**src/hdl/ps2md_pkg.sv**
```systemverilog
// Shared types and constants for the PS/2 mouse packet decoder.
// No dependencies; imported by every module of the block.
`timescale 1ns / 1ps

package ps2md_pkg;

   // Item kinds carried on the request channel's tuser.
   localparam logic CMD_BYTE    = 1'b0;
   localparam logic CMD_REQUEST = 1'b1;

   // Read-and-clear selectors.
   localparam logic [2:0] SEL_LEFT   = 3'd0;
   localparam logic [2:0] SEL_MIDDLE = 3'd1;
   localparam logic [2:0] SEL_RIGHT  = 3'd2;
   localparam logic [2:0] SEL_X      = 3'd3;
   localparam logic [2:0] SEL_Y      = 3'd4;

   // Header byte bit positions.
   localparam int HDR_LEFT   = 0;
   localparam int HDR_RIGHT  = 1;
   localparam int HDR_MIDDLE = 2;
   localparam int HDR_SYNC   = 3;
   localparam int HDR_XSIGN  = 4;
   localparam int HDR_YSIGN  = 5;
   localparam int HDR_XOVF   = 6;
   localparam int HDR_YOVF   = 7;

   // Byte positions within a packet.
   localparam logic [1:0] POS_HEADER = 2'd0;
   localparam logic [1:0] POS_X      = 2'd1;
   localparam logic [1:0] POS_Y      = 2'd2;
   localparam logic [1:0] POS_WHEEL  = 2'd3;

   localparam logic [2:0] BPP_RESET = 3'd3;

   localparam logic signed [15:0] ACC_MAX = 16'sh7FFF;
   localparam logic signed [15:0] ACC_MIN = -16'sh8000;

   typedef struct packed {
      logic       command;
      logic [7:0] data_byte;
      logic [2:0] which;
   } item_type;

   typedef struct packed {
      logic signed [15:0] read_value;
      logic               packet_done;
      logic               byte_dropped;
   } result_type;

endpackage

```
**src/hdl/ps2md_core.sv**
```systemverilog
// Decode state and per-item logic: packet assembly, button latches, accumulators.
// Depends on ps2md_pkg.
`timescale 1ns / 1ps

module ps2md_core (
   input  logic                   clock,
   input  logic                   reset,
   input  logic                   csr_write,
   input  logic [2:0]             csr_value,
   input  logic                   fire,
   input  ps2md_pkg::item_type    item,
   output ps2md_pkg::result_type  result
);
   import ps2md_pkg::*;

   logic [2:0]         bpp_ff, bpp_in;
   logic [1:0]         pos_ff, pos_in;
   logic               xovf_ff, xovf_in, yovf_ff, yovf_in;
   logic               xsign_ff, xsign_in, ysign_ff, ysign_in;
   logic [2:0]         btn_now_ff, btn_now_in;
   logic [2:0]         btn_lat_ff, btn_lat_in;
   logic signed [15:0] xacc_ff, xacc_in, yacc_ff, yacc_in;

   logic               len4;
   logic               last_pos;
   logic [2:0]         hdr_buttons;
   logic signed [8:0]  delta;
   logic signed [15:0] acc_sel;
   logic signed [16:0] acc_sum;
   logic signed [15:0] acc_sat;

   // Shared saturating adder for whichever axis byte is present
   always_comb begin
      len4     = bpp_ff[2];
      last_pos = (pos_ff == POS_WHEEL) || ((pos_ff == POS_Y) && !len4);
      hdr_buttons = {item.data_byte[HDR_RIGHT], item.data_byte[HDR_MIDDLE],
                     item.data_byte[HDR_LEFT]};
      delta   = (pos_ff == POS_X) ? {xsign_ff, item.data_byte} : {ysign_ff, item.data_byte};
      acc_sel = (pos_ff == POS_X) ? xacc_ff : yacc_ff;
      acc_sum = 17'(acc_sel) + 17'(delta);
      if (acc_sum > 17'(ACC_MAX)) begin
         acc_sat = ACC_MAX;
      end else if (acc_sum < 17'(ACC_MIN)) begin
         acc_sat = ACC_MIN;
      end else begin
         acc_sat = acc_sum[15:0];
      end
   end

   // Next state and result for the item in the input register
   always_comb begin
      bpp_in     = csr_write ? csr_value : bpp_ff;
      pos_in     = pos_ff;
      xovf_in    = xovf_ff;
      yovf_in    = yovf_ff;
      xsign_in   = xsign_ff;
      ysign_in   = ysign_ff;
      btn_now_in = btn_now_ff;
      btn_lat_in = btn_lat_ff;
      xacc_in    = xacc_ff;
      yacc_in    = yacc_ff;
      result     = '0;

      if (item.command == CMD_REQUEST) begin
         case (item.which)
            SEL_LEFT, SEL_MIDDLE, SEL_RIGHT: begin
               result.read_value = {15'd0, btn_lat_ff[item.which[1:0]]};
               btn_lat_in[item.which[1:0]] = btn_now_ff[item.which[1:0]];
            end
            SEL_X: begin
               result.read_value = xacc_ff;
               xacc_in = '0;
            end
            SEL_Y: begin
               result.read_value = yacc_ff;
               yacc_in = '0;
            end
            default: ;
         endcase
      end else if ((pos_ff == POS_HEADER) && !item.data_byte[HDR_SYNC]) begin
         // Out of sync: drop and wait for a header
         result.byte_dropped = 1'b1;
      end else begin
         case (pos_ff)
            POS_HEADER: begin
               btn_now_in = hdr_buttons;
               btn_lat_in = btn_lat_ff | hdr_buttons;
               xsign_in   = item.data_byte[HDR_XSIGN];
               ysign_in   = item.data_byte[HDR_YSIGN];
               xovf_in    = item.data_byte[HDR_XOVF];
               yovf_in    = item.data_byte[HDR_YOVF];
            end
            POS_X: begin
               if (!xovf_ff) xacc_in = acc_sat;
            end
            POS_Y: begin
               if (!yovf_ff) yacc_in = acc_sat;
            end
            default: ;  // wheel byte is ignored
         endcase
         if (last_pos) begin
            pos_in = POS_HEADER;
            result.packet_done = 1'b1;
         end else begin
            pos_in = pos_ff + 2'd1;
         end
      end
   end

   // Decode state advances only on a transfer into the result stage; bpp_ff on each config write
   always_ff @(posedge clock) begin
      if (reset) begin
         bpp_ff     <= BPP_RESET;
         pos_ff     <= POS_HEADER;
         xovf_ff    <= 1'b0;
         yovf_ff    <= 1'b0;
         xsign_ff   <= 1'b0;
         ysign_ff   <= 1'b0;
         btn_now_ff <= '0;
         btn_lat_ff <= '0;
         xacc_ff    <= '0;
         yacc_ff    <= '0;
      end else begin
         bpp_ff <= bpp_in;
         if (fire) begin
            pos_ff     <= pos_in;
            xovf_ff    <= xovf_in;
            yovf_ff    <= yovf_in;
            xsign_ff   <= xsign_in;
            ysign_ff   <= ysign_in;
            btn_now_ff <= btn_now_in;
            btn_lat_ff <= btn_lat_in;
            xacc_ff    <= xacc_in;
            yacc_ff    <= yacc_in;
         end
      end
   end

   a_drop_keeps_header: assert property (@(posedge clock) disable iff (reset)
      fire && result.byte_dropped |=> pos_ff == POS_HEADER)
      else $error("dropped header byte moved the packet position");

   a_done_restarts: assert property (@(posedge clock) disable iff (reset)
      fire && result.packet_done |=> pos_ff == POS_HEADER)
      else $error("completed packet did not return to header position");

   a_x_read_clears: assert property (@(posedge clock) disable iff (reset)
      fire && item.command == CMD_REQUEST && item.which == SEL_X |=> xacc_ff == '0)
      else $error("X accumulator not cleared after read");

   a_drop_no_done: assert property (@(posedge clock) disable iff (reset)
      fire |-> !(result.byte_dropped && result.packet_done))
      else $error("byte both dropped and completing a packet");

endmodule

```
**src/hdl/ps2md_out_reg.sv**
```systemverilog
// Result register stage on the response channel.
// Depends on ps2md_pkg.
`timescale 1ns / 1ps

module ps2md_out_reg (
   input  logic                   clock,
   input  logic                   reset,
   input  logic                   load,
   input  ps2md_pkg::result_type  load_data,
   output logic                   can_load,
   output logic                   rsp_tvalid,
   input  logic                   rsp_tready,
   output ps2md_pkg::result_type  rsp_data
);
   import ps2md_pkg::*;

   logic       valid_ff, valid_in;
   result_type data_ff;

   // Free when empty or when the held result transfers this cycle
   assign can_load = !valid_ff || rsp_tready;
   assign valid_in = load || (valid_ff && !rsp_tready);

   always_ff @(posedge clock) begin
      if (reset) begin
         valid_ff <= 1'b0;
      end else begin
         valid_ff <= valid_in;
      end
      if (load) data_ff <= load_data;
   end

   assign rsp_tvalid = valid_ff;
   assign rsp_data   = data_ff;

endmodule

```
**src/hdl/ps2md_in_reg.sv**
```systemverilog
// Input register stage on the request channel.
// Depends on ps2md_pkg.
`timescale 1ns / 1ps

module ps2md_in_reg (
   input  logic                 clock,
   input  logic                 reset,
   input  logic                 req_tvalid,
   output logic                 req_tready,
   input  ps2md_pkg::item_type  req_item,
   input  logic                 take,
   output logic                 held_valid,
   output ps2md_pkg::item_type  held_item
);
   import ps2md_pkg::*;

   logic     valid_ff, valid_in;
   item_type item_ff;

   // Accept when empty or when the held item moves on this cycle
   assign req_tready = !valid_ff || take;
   assign valid_in   = (req_tvalid && req_tready) || (valid_ff && !take);

   always_ff @(posedge clock) begin
      if (reset) begin
         valid_ff <= 1'b0;
      end else begin
         valid_ff <= valid_in;
      end
      if (req_tvalid && req_tready) item_ff <= req_item;
   end

   assign held_valid = valid_ff;
   assign held_item  = item_ff;

endmodule

```
**src/hdl/ps2_mouse_packet_decoder_top.sv**
```systemverilog
// PS/2 mouse packet decoder, top level.
// Depends on ps2md_pkg, ps2md_in_reg, ps2md_core, ps2md_out_reg.
//
// Request channel (req_*): each transfer is a mouse byte (tuser = 0) or a
// read-and-clear request (tuser = 1). Bytes build 3- or 4-byte packets; the
// header sets buttons, sticky press latches, sign and overflow bits, and the
// X and Y bytes add into saturating 16-bit accumulators unless overflowed.
// Requests return and reset a latch (to its held button) or an accumulator.
// Response channel (rsp_*): exactly one result per request transfer, in order.
// tdata is the read value, tlast marks a byte that completed a packet and
// tuser flags a header byte dropped for a clear sync bit.
// Config channel (csr_*): writes the packet length; always ready. The user must
// write it only while the block is idle; the block itself does not enforce this.
// A request passes from its transfer through the input register, then the
// result register, to response valid. Throughput: one item per cycle while
// rsp_tready stays high, set by the single decode stage between the registers.
// Reset clears all decode state, latches and accumulators; the length
// returns to 3. When the receiver stalls, the result register holds, the
// input register still takes one more item, then req_tready drops.
`timescale 1ns / 1ps

module ps2_mouse_packet_decoder_top (
   input  logic        clock,
   input  logic        reset,
   input  logic        req_tvalid,
   output logic        req_tready,
   input  logic [15:0] req_tdata,   // [7:0] data_byte, [10:8] which, [15:11] zero
   input  logic        req_tuser,   // [0] command
   output logic        rsp_tvalid,
   input  logic        rsp_tready,
   output logic [15:0] rsp_tdata,   // [15:0] read_value
   output logic        rsp_tlast,   // packet_done
   output logic        rsp_tuser,   // [0] byte_dropped
   input  logic        csr_valid,
   output logic        csr_ready,
   input  logic [2:0]  csr_data     // bytes_per_packet
);
   import ps2md_pkg::*;

   item_type   req_item, held_item;
   logic       held_valid, can_load, fire;
   result_type result, rsp_data;

   assign req_item.command   = req_tuser;
   assign req_item.data_byte = req_tdata[7:0];
   assign req_item.which     = req_tdata[10:8];

   assign csr_ready = 1'b1;
   assign fire      = held_valid && can_load;

   ps2md_in_reg u_in_reg (
      .clock      (clock),
      .reset      (reset),
      .req_tvalid (req_tvalid),
      .req_tready (req_tready),
      .req_item   (req_item),
      .take       (fire),
      .held_valid (held_valid),
      .held_item  (held_item)
   );

   ps2md_core u_core (
      .clock     (clock),
      .reset     (reset),
      .csr_write (csr_valid && csr_ready),
      .csr_value (csr_data),
      .fire      (fire),
      .item      (held_item),
      .result    (result)
   );

   ps2md_out_reg u_out_reg (
      .clock      (clock),
      .reset      (reset),
      .load       (fire),
      .load_data  (result),
      .can_load   (can_load),
      .rsp_tvalid (rsp_tvalid),
      .rsp_tready (rsp_tready),
      .rsp_data   (rsp_data)
   );

   assign rsp_tdata = rsp_data.read_value;
   assign rsp_tlast = rsp_data.packet_done;
   assign rsp_tuser = rsp_data.byte_dropped;

endmodule

```
**config.mk**
```make
export PLATFORM = sky130hd
export DESIGN_NAME = ps2_mouse_packet_decoder_top
export DESIGN_NICKNAME = d
export VERILOG_FILES = /design/src/hdl/ps2md_pkg.sv /design/src/hdl/ps2md_core.sv /design/src/hdl/ps2md_out_reg.sv /design/src/hdl/ps2md_in_reg.sv /design/src/hdl/ps2_mouse_packet_decoder_top.sv
export SDC_FILE = /design/constraint.sdc
export NUM_CORES = 1
export LEC_CHECK = 0
export ABC_AREA = 1
export BUFFER_PORTS_ARGS = -buffer_cell sky130_fd_sc_hd__buf_4
export CORE_MARGIN = 2
export CORE_UTILIZATION = 30
export CTS_CLUSTER_DIAMETER = 50
export DETAILED_ROUTE_END_ITERATION = 7
export SLEW_MARGIN = 25
export SYNTH_ARGS = -nofsm -noshare
export SYNTH_HDL_FRONTEND = slang
export SYNTH_SLANG_ARGS = --single-unit
export TNS_END_PERCENT = 100
```
**constraint.sdc**
```tcl
create_clock -name clock -period 3.1 [get_ports clock]
set_input_delay 0.62 -clock clock [delete_from_list [all_inputs] [get_ports clock]]
set_output_delay 0.62 -clock clock [all_outputs]
set_load 0.02 [all_outputs]
```
==> flow_metrics.env, run 1 <==
export IMPL_pre_cts_slack_ps=90.27
export IMPL_dieArea_mm2=0.01666
export IMPL_synth_area_leaders="dfxtp_1 (20%), edfxtp_1 (19%), nand2_1 (14%)"
export IMPL_fin_tns_setup_ps=0
export IMPL_final_nets=726
export IMPL_syn_area_mm2=0.004693
export IMPL_grt_usage_pct=14.07
export IMPL_overflow=0
export IMPL_cp_required_ps=3340
export IMPL_slew_headroom_pct=41.53
export IMPL_avgSynthCellArea_um2=7.299
export IMPL_area_delta_synth_final_pct=18.82
export IMPL_synthXorXnorAreaFrac_pct=1.120
export IMPL_outcome="finished clean"
export IMPL_crit_fanout=26
export IMPL_grt_max_degree=36
export IMPL_regToRegSetupSlack_ps=280
export IMPL_critical_path_class="reg2reg"
export IMPL_ir_worst_vdd_mv=0.2883
export IMPL_grt_pass1_wl_um=18260
export IMPL_clock_skew_final_ps=9.861
export IMPL_start_util_pct=30.76
export IMPL_wl_per_cell_um=12.21
export IMPL_p_seq_share_pct=41.5
export IMPL_synth_fp_nets=689
export IMPL_drt_pass1_iterations=5
export IMPL_clkPwrFrac_pct=45.3
export IMPL_start_kind="flop"
export IMPL_hold_class="in2reg"
export IMPL_switchingPower_w=0.0006806
export IMPL_clock_latency_ps=350
export IMPL_yosysWarnings=0
export IMPL_hold_violations=0
export IMPL_core_area_mm2=0.01526
export IMPL_cts_tree="yes"
export IMPL_cap_violations=0
export IMPL_cts_root_buf="clkbuf_16"
export IMPL_worst_slack_ps=283.2
export IMPL_syn_instance_count=643
export IMPL_cts_buffer_depth=2
export IMPL_via_count=3968
export IMPL_drv_slew=0
export IMPL_max_freq_mhz=355.0
export IMPL_first_iter_violations=310
export IMPL_combPwrFrac_pct=13.2
export IMPL_clock_sinks=77
export IMPL_ys_ff_latch=77
export IMPL_synth_area_leader_cell="dfxtp_1"
export IMPL_power_switching_share_pct=25.04
export IMPL_rows=45
export IMPL_rsz0062_at_grt="no"
export IMPL_via_per_inst=4.429
export IMPL_setup_viol=0
export IMPL_period_share_pct=90.87
export IMPL_crit_path_end_kind="flop"
export IMPL_arrival_ps=3050
export IMPL_fillerInstances=1641
export IMPL_ctsHoldBuffers=0
export IMPL_dpl_hpwl_um=7932
export IMPL_cts_max_level=3
export IMPL_synth_adder_area_share_pct=5.758
export IMPL_routed_wl_um=10940
export IMPL_gp_congestion=0.8794
export IMPL_min_period_ps=2817
export IMPL_synthSimpleGateAreaFrac_pct=31.03
export IMPL_cts_buffers=9
export IMPL_ys_seq_area_share_pct=39.24
export IMPL_postCtsSetupRepairBufs=0
export IMPL_grt_pass1_vias=3776
export IMPL_fin_util_pct=36.55
export IMPL_yosysUniqueCellTypes=40
export IMPL_power_density_mw_per_mm2=487.4
export IMPL_synth_top_family_by_area="simple AND/OR/NAND/NOR gates"
export IMPL_drive_gt1_share_pct=16.20
export IMPL_synth_mux_area_share_pct=0
export IMPL_timing_hold_ws_ps=449.7
export IMPL_clk_pin_slew_ps=60
export IMPL_ioPinCount=46
export IMPL_drc=0
export IMPL_synth_compound_area_share_pct=11.44
export IMPL_port_buffers=37
export IMPL_antenna_found_initial=0
export IMPL_p_int_w=0.002038
export IMPL_chipHeight_um=129.1
export IMPL_p_leak_nw=2.494
export IMPL_die_w_um=129.1
export IMPL_ant_nets=0
export IMPL_tightest_slew_ps=877.0
export IMPL_diodes=0
export IMPL_synth_top_area_share_pct=20.05
[stage by stage]
step	instances	power [W]	cell area, µm²
4_1_cts	896	0.002745	5532
5_1_grt	896	0.002841	5577
2_1_floorplan	643	0.001404	4693
3_3_place_gp	880	0.001499	5181
3_5_place_dp	880	0.001502	5181
6_report	896	0.002718	5577
[state kept, by name (all words and copies together), names as in the netlist, 2 cells and up]
signal / count
u_core.pos_ff: 2
u_core.btn_now_ff: 3
u_core.yacc_ff: 16
u_core.xacc_ff: 16
u_core.btn_lat_ff: 3
u_in_reg.held_item: 12
u_out_reg.rsp_data: 18
[layout by cell type (no fill, tap or decap), types with 2 or more instances in the layout]
master and instances:
nor2_1 56, bufinv_16 3, edfxtp_1 30, dfxtp_1 47
o21bai_1 2, nor3_2 3, a21oi_2 3, inv_2 5
inv_1 91, nand2_2 9, nand3_4 2, xor2_1 6
nand2_1 179, o21ai_0 28, clkbuf_16 9, ha_1 18
clkinv_4 2, a211oi_1 2, nor2_2 2, buf_4 48
nand3_2 15, ha_4 2, a21oi_1 56, nand3_1 43
o211ai_1 2, and2_1 2, nand4_1 3
[worst max-delay path, cell delays in order, from the launching register on]
cell     delay [ps]
dfxtp_1         360
inv_1           110
ha_4            200
buf_6           170
o21ai_0         320
ha_1            370
nand2_1         150
inv_1            50
nand2_1          60
nand2_1          70
a21oi_4         160
nand2_2          70
nand2_1          70
nand2_2          70
nand3_4          80
buf_12          170
nand3_1         110
nand2_1          70
inv_1            40
[timing repair]
action / 4_1_cts / 5_1_grt
resized for setup: 0 / 8
endpoints found under the hold margin: 0 / 0
endpoints found under the setup margin: 0 / 30
[synth_stat cells, drive strengths merged]
library cell  number
and3               1
nand4              3
o21ai             30
o211ai             2
clkbuf            13
nand2            190
a211oi             2
conb               1
and2               2
a221oi             1
nand3             60
fa                 1
buf               10
edfxtp            30
inv               96
or2                1
dlygate4sd1        1
a21o               1
nor2              58
xor2               6
nor3               4
a31oi              1
o21bai             2
ha                20
dfxtp             47
a21oi             60
[area by class of cell]
type / count / area [µm²] / share of cell area [%]
Multi-Input combinational cell: 446 / 2369 / 42.47
Inverter: 96 / 360.3 / 6.462
Clock buffer: 11 / 242.7 / 4.353
Timing Repair Buffer: 50 / 391.6 / 7.023
Tap cell: 211 / 264.0 / 4.734
Sequential cell: 77 / 1842 / 33.03
Clock inverter: 5 / 107.6 / 1.930
[worst paths after layout]
check	startpoint	end	cells past startpoint
worst max-delay path	u_core.pos_ff[1]$_SDFFE_PP0P_	u_core.yacc_ff[14]$_SDFFE_PP0P_	18
worst min register to register	u_core.yovf_ff$_SDFFE_PP0P_	u_core.yovf_ff$_SDFFE_PP0P_	2
worst max register to register	u_core.pos_ff[1]$_SDFFE_PP0P_	u_core.yacc_ff[14]$_SDFFE_PP0P_	18
worst min-delay path	req_tdata[4]	u_in_reg.held_item[7]$_DFFE_PP_	1
[power by group through the flow]
stage | combinational (W) | sequential (W) | clock, W
3_5_place_dp | 0.000353 | 0.00115 | 0
2_1_floorplan | 0.000251 | 0.00115 | 0
4_1_cts | 0.000354 | 0.00113 | 0.00126
6_report | 0.000358 | 0.00113 | 0.00123
3_3_place_gp | 0.000349 | 0.00115 | 0
5_1_grt | 0.000406 | 0.00113 | 0.00130
[per-layer routing]
layer,wire length (µm),vias to the layer above,track usage (%)
met5,0,-,0
met4,90,0,5.435
met3,646,5,3.303
met2,4894,88,22.04
met1,5305,1752,18.90
li1,-,2123,-
[cell families (layout without fill, tap and decap cells)]
group	count (synthesis)	count (layout)
AO/OA/AOI/OAI	99	99
AND/OR/NAND/NOR	319	319
other	1	1
XOR/XNOR	6	6
buffers and inverters	120	162
adder cells (fa/ha/maj)	21	21
flip-flops	77	77
No activity file was read; power rests on OpenSTA's default activity.
==> inputs of run 2 (changes only) <==
- CORE_MARGIN: 2 -> 4
- CORE_UTILIZATION: 30 -> 40
==> run 2 against run 1 <==
Hold slack improved by 6.4 ps. Die area decreased by 19%. Highest routed layer unchanged. Critical path depth down 1. Clock power decreased by 22%. Sequential cell count stayed put. Via count up 4.5%. Largest power group is now registers. Clock-buffer cell count unchanged. Cell area increased by 1.7%.
==> flow_metrics.env, run 2 (synthesis results as in run 1) <==
export IMPL_outcome="finished clean"
export IMPL_min_period_ps=2849
export IMPL_cts_buffers=9
export IMPL_drv_slew=0
export IMPL_cts_buffer_depth=2
export IMPL_first_iter_violations=225
export IMPL_cp_required_ps=3380
export IMPL_chipHeight_um=116.3
export IMPL_via_per_inst=4.803
export IMPL_clock_skew_final_ps=7.574
export IMPL_drc=0
export IMPL_period_share_pct=91.90
export IMPL_slew_headroom_pct=66.09
export IMPL_critical_path_class="reg2reg"
export IMPL_power_density_mw_per_mm2=438.2
export IMPL_diodes=0
export IMPL_cts_root_buf="clkbuf_16"
export IMPL_clk_pin_slew_ps=60
export IMPL_antenna_found_initial=0
export IMPL_grt_usage_pct=18.04
export IMPL_final_cell_area_mm2=0.005672
export IMPL_postCtsSetupRepairBufs=0
export IMPL_hold_depth=1
export IMPL_cts_max_level=3
export IMPL_fin_tns_setup_ps=0
export IMPL_gp_congestion=0.9058
export IMPL_power_total_w=0.002485
export IMPL_rsz0062_at_grt="no"
export IMPL_area_delta_synth_final_pct=20.85
export IMPL_arrival_ps=3130
export IMPL_dpl_hpwl_um=8311
export IMPL_regToRegSetupSlack_ps=250
export IMPL_drt_pass1_iterations=5
export IMPL_tightest_slew_ps=508.1
export IMPL_hold_end="u_in_reg.held_item[10]$_DFFE_PP_"
export IMPL_port_buffers=37
export IMPL_r2r_end="u_core.yacc_ff[4]$_SDFFE_PP0P_"
export IMPL_overflow=0
export IMPL_drive_gt1_share_pct=20.00
export IMPL_worstRegToRegCells=17
export IMPL_ir_worst_vdd_mv=0.2864
export IMPL_largest_reg_flops=18
export IMPL_r2r_start="u_core.pos_ff[1]$_SDFFE_PP0P_"
export IMPL_start_kind="flop"
export IMPL_final_common_cell="nand2_1"
export IMPL_ant_nets=0
export IMPL_hold_violations=0
export IMPL_dpl_cell_area_mm2=0.005388
export IMPL_routed_wl_um=11140
export IMPL_p_leak_nw=2.640
export IMPL_hp_start="req_tdata[7]"
export IMPL_clock_latency_ps=340
export IMPL_cap_violations=0
export IMPL_clock_sinks=77
export IMPL_dieArea_mm2=0.01353
export IMPL_cts_tree="yes"
export IMPL_crit_path_end_kind="flop"
export IMPL_grt_pass1_wl_um=19310
export IMPL_grt_max_degree=36
export IMPL_die_w_um=116.3
export IMPL_ioPinCount=46
export IMPL_rows=39
export IMPL_core_area_mm2=0.01147
export IMPL_hold_class="in2reg"
export IMPL_via_count=4145
export IMPL_setup_viol=0
export IMPL_grt_pass1_vias=4017
export IMPL_start_util_pct=40.93
export IMPL_crit_fanout=13
export IMPL_wl_per_cell_um=12.90
export IMPL_final_nets=762
export IMPL_layout_common_cells="nand2_1 (180), inv_1 (91), buf_4 (83)"
export IMPL_ctsHoldBuffers=0
export IMPL_timing_hold_ws_ps=456.1
export IMPL_max_freq_mhz=351.0
run 2: cell count changes in the layout (fill, tap and decap cells not counted), moves of 3 or more:
cell / before / now
buf_4: 48 / 83
o21ai_1: 1 / 8
o21ai_0: 28 / 22
bufinv_16: 3 / 0
run 2: critical path: stages, from the launching register on:
cell and delay, ps:
dfxtp_1 330, inv_1 80, ha_4 210, buf_4 170
buf_12 140, o21ai_1 200, ha_1 310, a21oi_1 230
nand2_1 160, a21oi_4 180, nand2_2 70, nand2_1 70
nand2_2 70, nand2_4 200, nand3_1 160, nand3_1 100
nand2_1 50, inv_1 50
run 2: repair_timing:
action | 4_1_cts | 5_1_grt
pin swaps | 0 | 1
resized for setup | 1 | 9
endpoints found under the setup margin | 2 | 30
run 2: power breakdown:
part	leakage [nW]	switching, W	internal [W]
combinational	1.84	0.000240	0.000162
sequential	0.670	0.0000279	0.00110
clock	0.127	0.000401	0.000556
run 2: final cells by class:
class | instances | area (µm²)
Fill cell | 1103 | 5796
Sequential cell | 77 | 1842
Multi-Input combinational cell | 446 | 2340
Timing Repair Buffer | 86 | 683.2
Clock buffer | 11 | 242.7
Inverter | 96 | 360.3
Tap cell | 143 | 178.9
Clock inverter | 4 | 25.02
run 2: how the worst max path moves through the flow:
stage	depth (start not counted)	to	slack, ps	start
after floorplan	9	u_core.yacc_ff[10]$_SDFFE_PP0P_	340	rsp_tready
after global routing	19	u_core.yacc_ff[3]$_SDFFE_PP0P_	8	u_core.pos_ff[1]$_SDFFE_PP0P_
final	17	u_core.yacc_ff[4]$_SDFFE_PP0P_	250	u_core.pos_ff[1]$_SDFFE_PP0P_
after CTS	17	u_core.yacc_ff[4]$_SDFFE_PP0P_	120	u_core.pos_ff[1]$_SDFFE_PP0P_
after global placement	17	u_core.yacc_ff[3]$_SDFFE_PP0P_	70	u_core.pos_ff[1]$_SDFFE_PP0P_
after detailed placement	17	u_core.yacc_ff[4]$_SDFFE_PP0P_	40	u_core.pos_ff[1]$_SDFFE_PP0P_
run 2: through the flow:
stage          utilization [%]  cells  setup slack [ps]
2_1_floorplan                -    643             336.1
3_3_place_gp             46.98    848             67.28
3_5_place_dp             46.98    848             43.41
4_1_cts                  49.34    863             121.4
5_1_grt                  49.46    863             7.580
6_report                 49.46    863             251.2
run 2: per-layer routing:
layer / vias to the layer above / GRT usage, % / wire length (µm)
met5: - / 0 / 0
met4: 0 / 4.950 / 140
met3: 9 / 3.109 / 515
met2: 86 / 28.22 / 5032
met1: 1859 / 25.72 / 5447
li1: 2191 / - / -
